`config.mk`:
```
export PLATFORM = sky130hd
export DESIGN_NAME = greedy_nearest_neighbor_path
export DESIGN_NICKNAME = d
export VERILOG_FILES = /design/src/sv/gnnp_pkg.sv /design/src/sv/gnnp_front.sv /design/src/sv/gnnp_queue.sv /design/src/sv/gnnp_engine.sv /design/src/sv/greedy_nearest_neighbor_path.sv
export SDC_FILE = /design/constraint.sdc
export NUM_CORES = 2
export LEC_CHECK = 0
export BUFFER_PORTS_ARGS = -buffer_cell sky130_fd_sc_hd__buf_2
export CAP_MARGIN = 40
export CORE_ASPECT_RATIO = 0.7
export CORE_MARGIN = 5
export CORE_UTILIZATION = 55
export CTS_BUF_LIST = sky130_fd_sc_hd__clkbuf_4 sky130_fd_sc_hd__clkbuf_8
export DETAILED_ROUTE_END_ITERATION = 10
export PLACE_DENSITY = 0.73
export SYNTH_ARGS = -nofsm -noshare
export SYNTH_HDL_FRONTEND = slang
export SYNTH_HIERARCHICAL = 1
export SYNTH_SLANG_ARGS = --single-unit
```
`constraint.sdc`:
```
create_clock -name clk -period 10.2 [get_ports clk]
set_input_delay 1.53 -clock clk [delete_from_list [all_inputs] [get_ports clk]]
set_output_delay 1.53 -clock clk [all_outputs]
set_load 0.01 [all_outputs]
```
`src/sv/gnnp_pkg.sv`:
```
// ----------------------------------------------------------------------------
// gnnp_pkg: shared types for the greedy nearest-neighbor path builder
// Holds the word formats passed between the loader, queue and path engine.
// ----------------------------------------------------------------------------
package gnnp_pkg;

  localparam int IDX_W = 5;

  // One load command handed from the front end to the path engine.
  typedef struct packed {
    logic        store_en;
    logic        last;
    logic [31:0] x;
    logic [31:0] y;
  } load_cmd_t;

endpackage

```
`src/sv/gnnp_front.sv`:
```
// ----------------------------------------------------------------------------
// gnnp_front: input word intake
// Takes input words, sign-extends coordinates and decides whether each
// point fits in the store, then pushes one command per word into the queue.
// ----------------------------------------------------------------------------
module gnnp_front #(
  parameter int MAX_POINTS = 32,
  parameter int COORD_BITS = 16,
  parameter int CNT_W      = 7
) (
  input  logic                  clk,
  input  logic                  rst_n,
  input  logic                  in_tvalid,
  output logic                  in_tready,
  input  logic [31:0]           in_tdata,
  input  logic                  in_tlast,
  output logic                  cmd_valid,
  input  logic                  cmd_ready,
  output gnnp_pkg::load_cmd_t   cmd
);

  logic [CNT_W-1:0] fill_r, fill_nxt;
  logic             acc;

  assign in_tready = cmd_ready;
  assign cmd_valid = in_tvalid;
  assign acc       = in_tvalid & cmd_ready;

  always_comb begin
    cmd.store_en = (fill_r < CNT_W'(MAX_POINTS));
    cmd.last     = in_tlast;
    cmd.x        = 32'(signed'(in_tdata[COORD_BITS-1:0]));
    cmd.y        = 32'(signed'(in_tdata[16+COORD_BITS-1:16]));
    fill_nxt     = fill_r;
    if (acc) begin
      if (in_tlast) begin
        fill_nxt = '0;
      end else if (cmd.store_en) begin
        fill_nxt = fill_r + CNT_W'(1);
      end
    end
  end

  always_ff @(posedge clk) begin
    if (!rst_n) begin
      fill_r <= '0;
    end else begin
      fill_r <= fill_nxt;
    end
  end

endmodule

```
`src/sv/gnnp_queue.sv`:
```
// ----------------------------------------------------------------------------
// gnnp_queue: command queue
// A two-entry queue that lets the front end run ahead of the path engine.
// ----------------------------------------------------------------------------
module gnnp_queue (
  input  logic                clk,
  input  logic                rst_n,
  input  logic                wr_valid,
  output logic                wr_ready,
  input  gnnp_pkg::load_cmd_t wr_data,
  output logic                rd_valid,
  input  logic                rd_ready,
  output gnnp_pkg::load_cmd_t rd_data
);

  gnnp_pkg::load_cmd_t mem_r [2];
  logic       wp_r, rp_r;
  logic [1:0] cnt_r;
  logic       wr, rd;

  assign wr_ready = (cnt_r != 2'd2);
  assign rd_valid = (cnt_r != 2'd0);
  assign rd_data  = mem_r[rp_r];
  assign wr       = wr_valid & wr_ready;
  assign rd       = rd_valid & rd_ready;

  always_ff @(posedge clk) begin
    if (wr) begin
      mem_r[wp_r] <= wr_data;
    end
  end

  always_ff @(posedge clk) begin
    if (!rst_n) begin
      wp_r  <= 1'b0;
      rp_r  <= 1'b0;
      cnt_r <= 2'd0;
    end else begin
      if (wr) wp_r <= ~wp_r;
      if (rd) rp_r <= ~rp_r;
      cnt_r <= cnt_r + {1'b0, wr} - {1'b0, rd};
    end
  end

endmodule

```
`src/sv/gnnp_engine.sv`:
```
// ----------------------------------------------------------------------------
// gnnp_engine: point store and path engine
// Stores points and, on the last point, walks the greedy path: one point
// compared per cycle through a registered squaring stage.
// ----------------------------------------------------------------------------
module gnnp_engine #(
  parameter int MAX_POINTS = 32,
  parameter int COORD_BITS = 16,
  parameter int CNT_W      = 7,
  parameter int PTR_W      = 5
) (
  input  logic                clk,
  input  logic                rst_n,
  input  logic                cmd_valid,
  output logic                cmd_ready,
  input  gnnp_pkg::load_cmd_t cmd,
  output logic                out_tvalid,
  input  logic                out_tready,
  output logic [15:0]         out_tdata,
  output logic                out_tlast
);

  localparam int DW = 2 * COORD_BITS + 2;

  localparam logic [2:0] S_LOAD  = 3'd0;
  localparam logic [2:0] S_START = 3'd1;
  localparam logic [2:0] S_SCAN  = 3'd2;
  localparam logic [2:0] S_EMIT  = 3'd3;
  localparam logic [2:0] S_WAIT  = 3'd4;

  logic signed [COORD_BITS-1:0] xs_r [MAX_POINTS];
  logic signed [COORD_BITS-1:0] ys_r [MAX_POINTS];
  logic [MAX_POINTS-1:0] vis_r;
  logic [2:0]       st_r;
  logic [CNT_W-1:0] cnt_r, links_r;
  logic             ovf_r;
  logic [CNT_W-1:0] i_r;
  logic [PTR_W-1:0] cur_r, best_r;
  logic signed [COORD_BITS-1:0] curx_r, cury_r, bestx_r;
  logic [DW-1:0]    bestd_r;
  logic             have_r;
  // squaring stage
  logic             p_v_r;
  logic [PTR_W-1:0] p_i_r;
  logic signed [COORD_BITS-1:0] p_x_r;
  logic [2*COORD_BITS-1:0] sqx_r, sqy_r;
  logic             o_v_r, o_last_r, o_ovf_r;
  logic [PTR_W-1:0] o_from_r, o_to_r;

  logic [PTR_W-1:0]  ii;
  logic signed [COORD_BITS:0] dx, dy;
  logic [COORD_BITS:0] ax, ay;
  logic [DW-1:0]     d;
  logic              better;

  assign ii  = i_r[PTR_W-1:0];
  assign dx  = (COORD_BITS+1)'(xs_r[ii]) - (COORD_BITS+1)'(curx_r);
  assign dy  = (COORD_BITS+1)'(ys_r[ii]) - (COORD_BITS+1)'(cury_r);
  assign ax  = dx[COORD_BITS] ? -dx : dx;
  assign ay  = dy[COORD_BITS] ? -dy : dy;
  assign d   = DW'(sqx_r) + DW'(sqy_r);
  assign better = !have_r || d < bestd_r || (d == bestd_r && p_x_r < bestx_r);

  assign cmd_ready  = (st_r == S_LOAD);
  assign out_tvalid = o_v_r;
  assign out_tlast  = o_last_r;
  // out_tdata: from_index[4:0], to_index[9:5], overflow_flag[10], pad
  assign out_tdata  = {5'd0, o_ovf_r, o_to_r[4:0], o_from_r[4:0]};

  always_ff @(posedge clk) begin
    if (cmd_valid && cmd_ready && cmd.store_en) begin
      xs_r[cnt_r[PTR_W-1:0]] <= cmd.x[COORD_BITS-1:0];
      ys_r[cnt_r[PTR_W-1:0]] <= cmd.y[COORD_BITS-1:0];
    end
    p_i_r <= ii;
    p_x_r <= xs_r[ii];
    sqx_r <= (2*COORD_BITS)'(ax * ax);
    sqy_r <= (2*COORD_BITS)'(ay * ay);
  end

  always_ff @(posedge clk) begin
    if (!rst_n) begin
      st_r <= S_LOAD; cnt_r <= '0; ovf_r <= 1'b0; o_v_r <= 1'b0;
      p_v_r <= 1'b0; vis_r <= '0; have_r <= 1'b0;
    end else begin
      if (st_r == S_EMIT && (!o_v_r || out_tready)) o_v_r <= 1'b1;
      else if (out_tready) o_v_r <= 1'b0;
      p_v_r <= (st_r == S_SCAN) && (i_r != cnt_r) && !vis_r[ii];
      case (st_r)
        S_LOAD: begin
          if (cmd_valid) begin
            if (cmd.store_en) cnt_r <= cnt_r + CNT_W'(1);
            else ovf_r <= 1'b1;
            if (cmd.last) begin
              st_r   <= S_START;
              i_r    <= '0;
              best_r <= '0;
            end
          end
        end
        S_START: begin
          // Leftmost point search; strict compare keeps the lower index.
          if (i_r == cnt_r) begin
            if (cnt_r < CNT_W'(2)) begin
              st_r <= S_LOAD; cnt_r <= '0; ovf_r <= 1'b0;
            end else begin
              cur_r   <= best_r;
              curx_r  <= xs_r[best_r];
              cury_r  <= ys_r[best_r];
              vis_r   <= MAX_POINTS'(1) << best_r;
              links_r <= cnt_r - CNT_W'(1);
              i_r     <= '0;
              have_r  <= 1'b0;
              st_r    <= S_SCAN;
            end
          end else begin
            if (xs_r[ii] < xs_r[best_r]) best_r <= ii;
            i_r <= i_r + CNT_W'(1);
          end
        end
        S_SCAN: begin
          if (i_r != cnt_r) begin
            i_r   <= i_r + CNT_W'(1);
          end
          if (p_v_r && better) begin
            have_r  <= 1'b1;
            best_r  <= p_i_r;
            bestd_r <= d;
            bestx_r <= p_x_r;
          end
          if (i_r == cnt_r && !p_v_r) st_r <= S_EMIT;
        end
        S_EMIT: begin
          if (!o_v_r || out_tready) begin
            o_from_r <= cur_r;
            o_to_r   <= best_r;
            o_ovf_r  <= ovf_r;
            o_last_r <= (links_r == CNT_W'(1));
            vis_r[best_r] <= 1'b1;
            cur_r    <= best_r;
            curx_r   <= xs_r[best_r];
            cury_r   <= ys_r[best_r];
            links_r  <= links_r - CNT_W'(1);
            i_r      <= '0;
            have_r   <= 1'b0;
            if (links_r == CNT_W'(1)) begin
              st_r <= S_WAIT;
            end else begin
              st_r <= S_SCAN;
            end
          end
        end
        S_WAIT: begin
          cnt_r <= '0; ovf_r <= 1'b0; st_r <= S_LOAD;
        end
        default: st_r <= S_LOAD;
      endcase
    end
  end

endmodule

```
`src/sv/greedy_nearest_neighbor_path.sv`:
```
// Loading: one word per cycle while no build runs, no result; the word is queued
// and stored. Build on the last word: the single distance unit checks one stored
// point per cycle. Segments appear one per link through an output register.
// Reset (rst_n low, synchronous) empties the point set and the queue.
// ----------------------------------------------------------------------------
// greedy_nearest_neighbor_path: greedy nearest-neighbor path builder
// Loads 2D points and emits the greedy nearest-neighbor path as segments.
// ----------------------------------------------------------------------------
module greedy_nearest_neighbor_path #(
  parameter int MAX_POINTS = 32,
  parameter int COORD_BITS = 16
) (
  input  logic        clk,
  input  logic        rst_n,
  input  logic        in_tvalid,
  output logic        in_tready,
  input  logic [31:0] in_tdata,   // x_coord[15:0], y_coord[31:16]
  input  logic        in_tlast,
  output logic        out_tvalid,
  input  logic        out_tready,
  output logic [15:0] out_tdata,  // from_index[4:0], to_index[9:5], overflow_flag[10]
  output logic        out_tlast
);

  localparam int CNT_W = $clog2(MAX_POINTS + 1) + 1;
  localparam int PTR_W = $clog2(MAX_POINTS);

  gnnp_pkg::load_cmd_t f_cmd, q_cmd;
  logic f_v, f_r, q_v, q_r;

  gnnp_front #(.MAX_POINTS(MAX_POINTS), .COORD_BITS(COORD_BITS), .CNT_W(CNT_W)) u_front (
    .clk, .rst_n, .in_tvalid, .in_tready, .in_tdata, .in_tlast,
    .cmd_valid(f_v), .cmd_ready(f_r), .cmd(f_cmd)
  );

  gnnp_queue u_queue (
    .clk, .rst_n, .wr_valid(f_v), .wr_ready(f_r), .wr_data(f_cmd),
    .rd_valid(q_v), .rd_ready(q_r), .rd_data(q_cmd)
  );

  gnnp_engine #(.MAX_POINTS(MAX_POINTS), .COORD_BITS(COORD_BITS), .CNT_W(CNT_W),
                .PTR_W(PTR_W)) u_engine (
    .clk, .rst_n, .cmd_valid(q_v), .cmd_ready(q_r), .cmd(q_cmd),
    .out_tvalid, .out_tready, .out_tdata, .out_tlast
  );

endmodule

```
# Word level (Yosys, flattened, before mapping)
# Memories as Yosys holds them, arrays and structs flattened. A register that Yosys moved wholly into a read port is not among the register bits.
# Cells that the tools add are included.
# Widths: inputs -> output; s select.
dict set report totals {
  reg_bits 260
  latch_bits 0
  mem_bits_rw 1156
  romBits 0
  output_inout_bits 19
  n_memories 3
}
# name depth word_bits read_ports rd_clocked_by_memory_dff write_ports line_no
set mem_list {}
lappend mem_list {u_engine.xs_r 32 16 2 2 1 gnnp_engine.sv:31} ;# logic signed [COORD_BITS-1:0] xs_r [MAX_POINTS];
lappend mem_list {u_engine.ys_r 32 16 2 2 1 gnnp_engine.sv:32} ;# logic signed [COORD_BITS-1:0] ys_r [MAX_POINTS];
lappend mem_list {u_queue.mem_r 2 66 1 1 1 gnnp_queue.sv:16} ;# gnnp_pkg::load_cmd_t mem_r [2];
dict set report op_classes {
  add_sub_neg 12
  n_mul 2
  n_div 0
  order_cmp 8
  eq_ne 23
  shifts 1
  n_mux 76
  bitwise_logic 5
  reduce_logical 36
}
# cell count
set ops {}
lappend ops {{$mux 7} 15}
lappend ops {{$mux 16} 6}
lappend ops {{$mux 32} 3}
lappend ops {{$mul 17x17->32} 2}
lappend ops {{$pmux 16 s2} 2}
lappend ops {{$pmux 32 s2} 1}
lappend ops {{$mux 5} 12}
lappend ops {{$eq 34x34->1} 1}
lappend ops {{$lt 34x34->1} 1}
lappend ops {{$mux 17} 2}
lappend ops {{$neg 17->17} 2}
lappend ops {{$sub 16x16->17} 2}
lappend ops {{$add 32x32->33} 1}
lappend ops {{$lt 16x16->1} 2}
lappend ops {{$or 32x32->32} 1}
lappend ops {{$shl 1x5->32 const A} 1}
lappend ops {{$pmux 7 s4} 1}
lappend ops {{$reduce_and 5->1} 5}
lappend ops {{$add 7x1->7 const B} 3}
lappend ops {{$pmux 7 s3} 1}
lappend ops {{$ne 2x2->1 const B} 10}
lappend ops {{$mux 1} 18}
lappend ops {{$mux 3} 6}
lappend ops {{$pmux 5 s3} 1}
lappend ops {{35 further kinds} 64}

# Longest topological paths before layout
dict set report logic_depth {
  word_depth 8
  ltp_mapped 46
}

# Modules after synthesis
# Netlist, hierarchy kept.
# module instances cells_per_inst area_each_um2 seq_area_each_um2
set by_module_without_submodules {}
lappend by_module_without_submodules {gnnp_engine 1 5025 75892.8 37045.5}
lappend by_module_without_submodules {gnnp_queue 1 229 5157.4 4063.9}
lappend by_module_without_submodules {gnnp_front 1 108 854.6 140.1}

# Least setup slack after synthesis
# No wires, ideal clock.
dict set report synth_path {
  kind {register to register}
  startpoint {register (tool-made name)}
  endpoint {register u_engine.sqx_r[30]}
  arrival_ns 11.098
  required_ns 10.082
  slack_ns -1.016
  path_stages_with_launch 41
  path_buffers 4
  synth_period_minus_slack_ns 11.216
  cell_sequence {dfxtp_1 > clkbuf_1 > buf_2 > buf_2 > buf_1 > mux4_2 > mux4_2 > mux2_2 > ha_1 > or3_4 > or2_2 > a311oi_1 > nor2_1 > or2_2 > o21ai_0 > xnor2_1 > clkinv_1 > nand2_1 > [... 5 more ...] > inv_1 > fa_1 > fa_1 > inv_1 > fa_1 > inv_1 > ha_1 > a21o_1 > a21o_1 > a21oi_1 > o21ai_0 > a21o_1 > a221o_1 > a21o_1 > o41ai_1 > o21bai_1 > a21o_1 > xor2_1}
}
# item line_no
set synth_rtl {}
lappend synth_rtl {{end signal: assignment} gnnp_engine.sv:77} ;# sqx_r <= (2*COORD_BITS)'(ax * ax);
lappend synth_rtl {{end: declaration} gnnp_engine.sv:46} ;# logic [2*COORD_BITS-1:0] sqx_r, sqy_r;

==> impl_results.rst <==
.. list-table::
   :header-rows: 1

   * - Metric
     - Value
   * - Required time of the worst setup path
     - 10.99 ns
   * - Setup ws final
     - -0.2481 ns
   * - Maximum level of the CTS H-tree
     - 4
   * - Worst R2R Setup Slack
     - -0.25 ns
   * - Number of placed instances with taps included
     - 7471
   * - Transition time at the pin with the least slew margin
     - 1.025 ns
   * - Vias/cell
     - 6.309
   * - DRC
     - 0
   * - Die area
     - 0.1520 mm2
   * - Count of antenna-violating nets left after detailed routing
     - 0
   * - Die span in y
     - 327.7 um
   * - Classification of the worst-slack hold path
     - reg -> reg
   * - Overflow left after global routing
     - 0
   * - First-pass GRT wire length
     - 327200 um
   * - Clk Tree Root Cell
     - sky130_fd_sc_hd__clkbuf_8
   * - CTS Sinks
     - 1360
   * - Cell repeated most along the worst path
     - sky130_fd_sc_hd__fa_1
   * - Area of the core
     - 0.1431 mm2
   * - Clk_lat worst skew
     - 0.92 ns
   * - Global-route met2 utilization
     - 0.4209
   * - Average wire length per cell after detail routing
     - 28.10 um
   * - Via count of the first global-routing pass
     - 50480
   * - Kind of capture point of the worst setup path
     - flip-flop
   * - Global placement routability congestion
     - 0.9382
   * - DR pass1 iterations
     - 6
   * - Sum of routed wire length over all layers
     - 221700 um
   * - I/O Buffers
     - 50
   * - Cell area after synthesis
     - 0.07930 mm2
   * - Non-Filler Instances
     - 7889
   * - YS warnings
     - 6
   * - Final min period
     - 10.45 ns
   * - Maximum fanout along the worst path
     - 6
   * - Signal arrival time at the worst endpoint
     - 11.23 ns
   * - Chip Width
     - 463.8 um
   * - Cts hold-fix bufs
     - 0
   * - Cell Area, Placed
     - 0.08611 mm2
   * - Result of the run
     - finished with violations
   * - Final Cycle Share
     - 1.024
   * - Cell count after synthesis
     - 5234
   * - Setup Slack @ Placement
     - -0.5365 ns
   * - Worst Hold End
     - u_engine/o_from_r[1]$_DFFE_PP_
   * - Critical R2R Capture
     - u_engine/sqx_r[30]$_DFF_P_
   * - Layout Nets
     - 6590
   * - Overall global routing resource usage
     - 0.2919
   * - Met1 Usage GRT
     - 0.4240
   * - Setup repair after global routing missed its margin
     - yes
   * - R2R depth
     - 41
   * - Violated checks
     - setup timing
   * - Layer with the highest usage
     - met1
   * - CTS tree
     - yes
   * - Area Growth Syn to Fin
     - 15.86%
   * - Final count of hold timing violations
     - 0
   * - Worst slew slack as a fraction of its limit
     - 0.3164
   * - Post-route cell area
     - 0.09187 mm2
   * - Total vias in the final route
     - 49770
   * - GR Layer Usage met3
     - 0.09951
   * - Total clock buffers created by CTS
     - 196
   * - Drt initial violations
     - 6056
   * - Antenna violations before repair
     - 8
   * - Kind of launch point of the worst setup path
     - flip-flop
   * - Finish-stage setup viols
     - 4
   * - # fillers
     - 9886
   * - # Max-Cap Violations
     - 0
   * - Critical setup path kind
     - reg -> reg
   * - Largest stage delay on the critical path
     - 0.54 ns
   * - Count of final max-slew check failures
     - 0
   * - Clock tree skew after final layout
     - 0.03242 ns
   * - Peak Freq
     - 0.09571 GHz
   * - Clock buffer depth
     - 3
   * - Average cell area after synthesis
     - 15.15 um2
   * - Worst-path clk slew
     - 0.06 ns
   * - Floorplan row count
     - 116
   * - Sum of negative setup slack
     - -0.3895 ns
   * - Hold path cells
     - 0
   * - Initial standard-cell utilization of the core
     - 0.5541
   * - Io pins
     - 56
   * - Pin count of the biggest net entering global routing
     - 141
   * - Ratio of cells with drive above 1 in the final layout
     - 0.3294
   * - Slowest cell on the critical path
     - sky130_fd_sc_hd__fa_1
   * - Hold wc startpoint
     - u_engine/cur_r[1]$_DFFE_PP_
   * - Detailed-placement wirelength estimate
     - 146000 um
layer usage:
metal,up-vias,wire length (um)
li1,20660,-
met1,25320,86120
met2,3332,95530
met3,455,33180
met4,2,6819
met5,-,7
worst max-delay path by stage:
stage,from,end,cells past startpoint
5_1_grt,flip-flop,u_engine/sqx_r[30]$_DFF_P_,39
2_1_floorplan,flip-flop,u_engine/sqx_r[30]$_DFF_P_,40
6_report,flip-flop,u_engine/sqx_r[30]$_DFF_P_,41
3_3_place_gp,flip-flop,u_engine/sqy_r[31]$_DFF_P_,41
3_5_place_dp,flip-flop,u_engine/sqy_r[31]$_DFF_P_,42
4_1_cts,flip-flop,u_engine/sqx_r[30]$_DFF_P_,40
placed cells by master (no fill, tap or decap), types with 17 or more instances in the layout:
cell	count
sky130_fd_sc_hd__edfxtp_1	1209
sky130_fd_sc_hd__buf_4	520
sky130_fd_sc_hd__mux4_2	650
sky130_fd_sc_hd__buf_16	27
sky130_fd_sc_hd__nor2b_1	40
sky130_fd_sc_hd__buf_2	52
sky130_fd_sc_hd__buf_12	40
sky130_fd_sc_hd__dfxtp_1	140
sky130_fd_sc_hd__clkbuf_8	207
sky130_fd_sc_hd__mux2_2	65
sky130_fd_sc_hd__o21a_1	28
sky130_fd_sc_hd__o21ai_0	50
sky130_fd_sc_hd__a21oi_2	19
sky130_fd_sc_hd__inv_1	672
sky130_fd_sc_hd__fa_1	374
sky130_fd_sc_hd__clkinv_2	33
sky130_fd_sc_hd__a21o_1	64
sky130_fd_sc_hd__clkbuf_4	55
sky130_fd_sc_hd__nand4_1	26
sky130_fd_sc_hd__and2_1	18
sky130_fd_sc_hd__ha_1	313
sky130_fd_sc_hd__nand3_1	35
sky130_fd_sc_hd__clkinv_1	49
sky130_fd_sc_hd__nand2b_1	23
sky130_fd_sc_hd__nor3_1	42
sky130_fd_sc_hd__mux2i_1	24
sky130_fd_sc_hd__a21oi_1	97
sky130_fd_sc_hd__conb_1	27
sky130_fd_sc_hd__nor2_4	37
sky130_fd_sc_hd__nand2_1	230
sky130_fd_sc_hd__xnor2_1	106
sky130_fd_sc_hd__xor2_1	46
sky130_fd_sc_hd__nor2_1	221
sky130_fd_sc_hd__mux2_4	29
sky130_fd_sc_hd__o21ai_1	17
state kept, by name (all words and copies together), names as in the netlist, 31 cells and up, named ones only:
signal / cells
u_engine/vis_r: 32
u_engine/ys_r: 512
u_engine/sqy_r: 31
u_engine/sqx_r: 31
u_queue/mem_r: 68
u_engine/bestd_r: 33
u_engine/xs_r: 512
layout make-up:
| type | instances | area (um2) | share of cell area |
|---|---|---|---|
| Antenna cell | 2 | 5.005 | 0.00005448 |
| Clock buffer | 262 | 3262 | 0.03551 |
| Clock inverter | 100 | 820.8 | 0.008934 |
| Inverter | 697 | 2649 | 0.02883 |
| Multi-Input combinational cell | 2924 | 37470 | 0.4078 |
| Sequential cell | 1360 | 39360 | 0.4285 |
| Tap cell | 1888 | 2362 | 0.02571 |
| Timing Repair Buffer | 656 | 5938 | 0.06464 |
critical path, delay by kind of cell (launching register included):
family                   cells  cell delay, ns
adder cells (fa/ha/maj)      9            3.72
AO/OA/AOI/OAI               13            2.65
multiplexers                 3            1.37
AND/OR/NAND/NOR              4            0.98
buffers and inverters        9            0.73
flip-flops                   1            0.45
XOR/XNOR                     3            0.42
stage by stage:
stage / utilization / hold WS (ns)
global placement: 0.5972 / 0.4056
global route: 0.6419 / 0.4276
CTS: 0.6368 / 0.4238
finish: 0.6420 / 0.4210
floorplan: - / 0.3462
detailed placement: 0.6017 / 0.4074
what timing repair did:
item,in CTS,in global routing
setup buffers,25,27
cloned,3,1
pin swaps,71,46
setup endpoints to repair,19,23
gates resized for setup,145,113
Power is left out: the tool's default activity adds up to more than one toggle a clock period on the data nets, which glitch-free logic cannot reach.
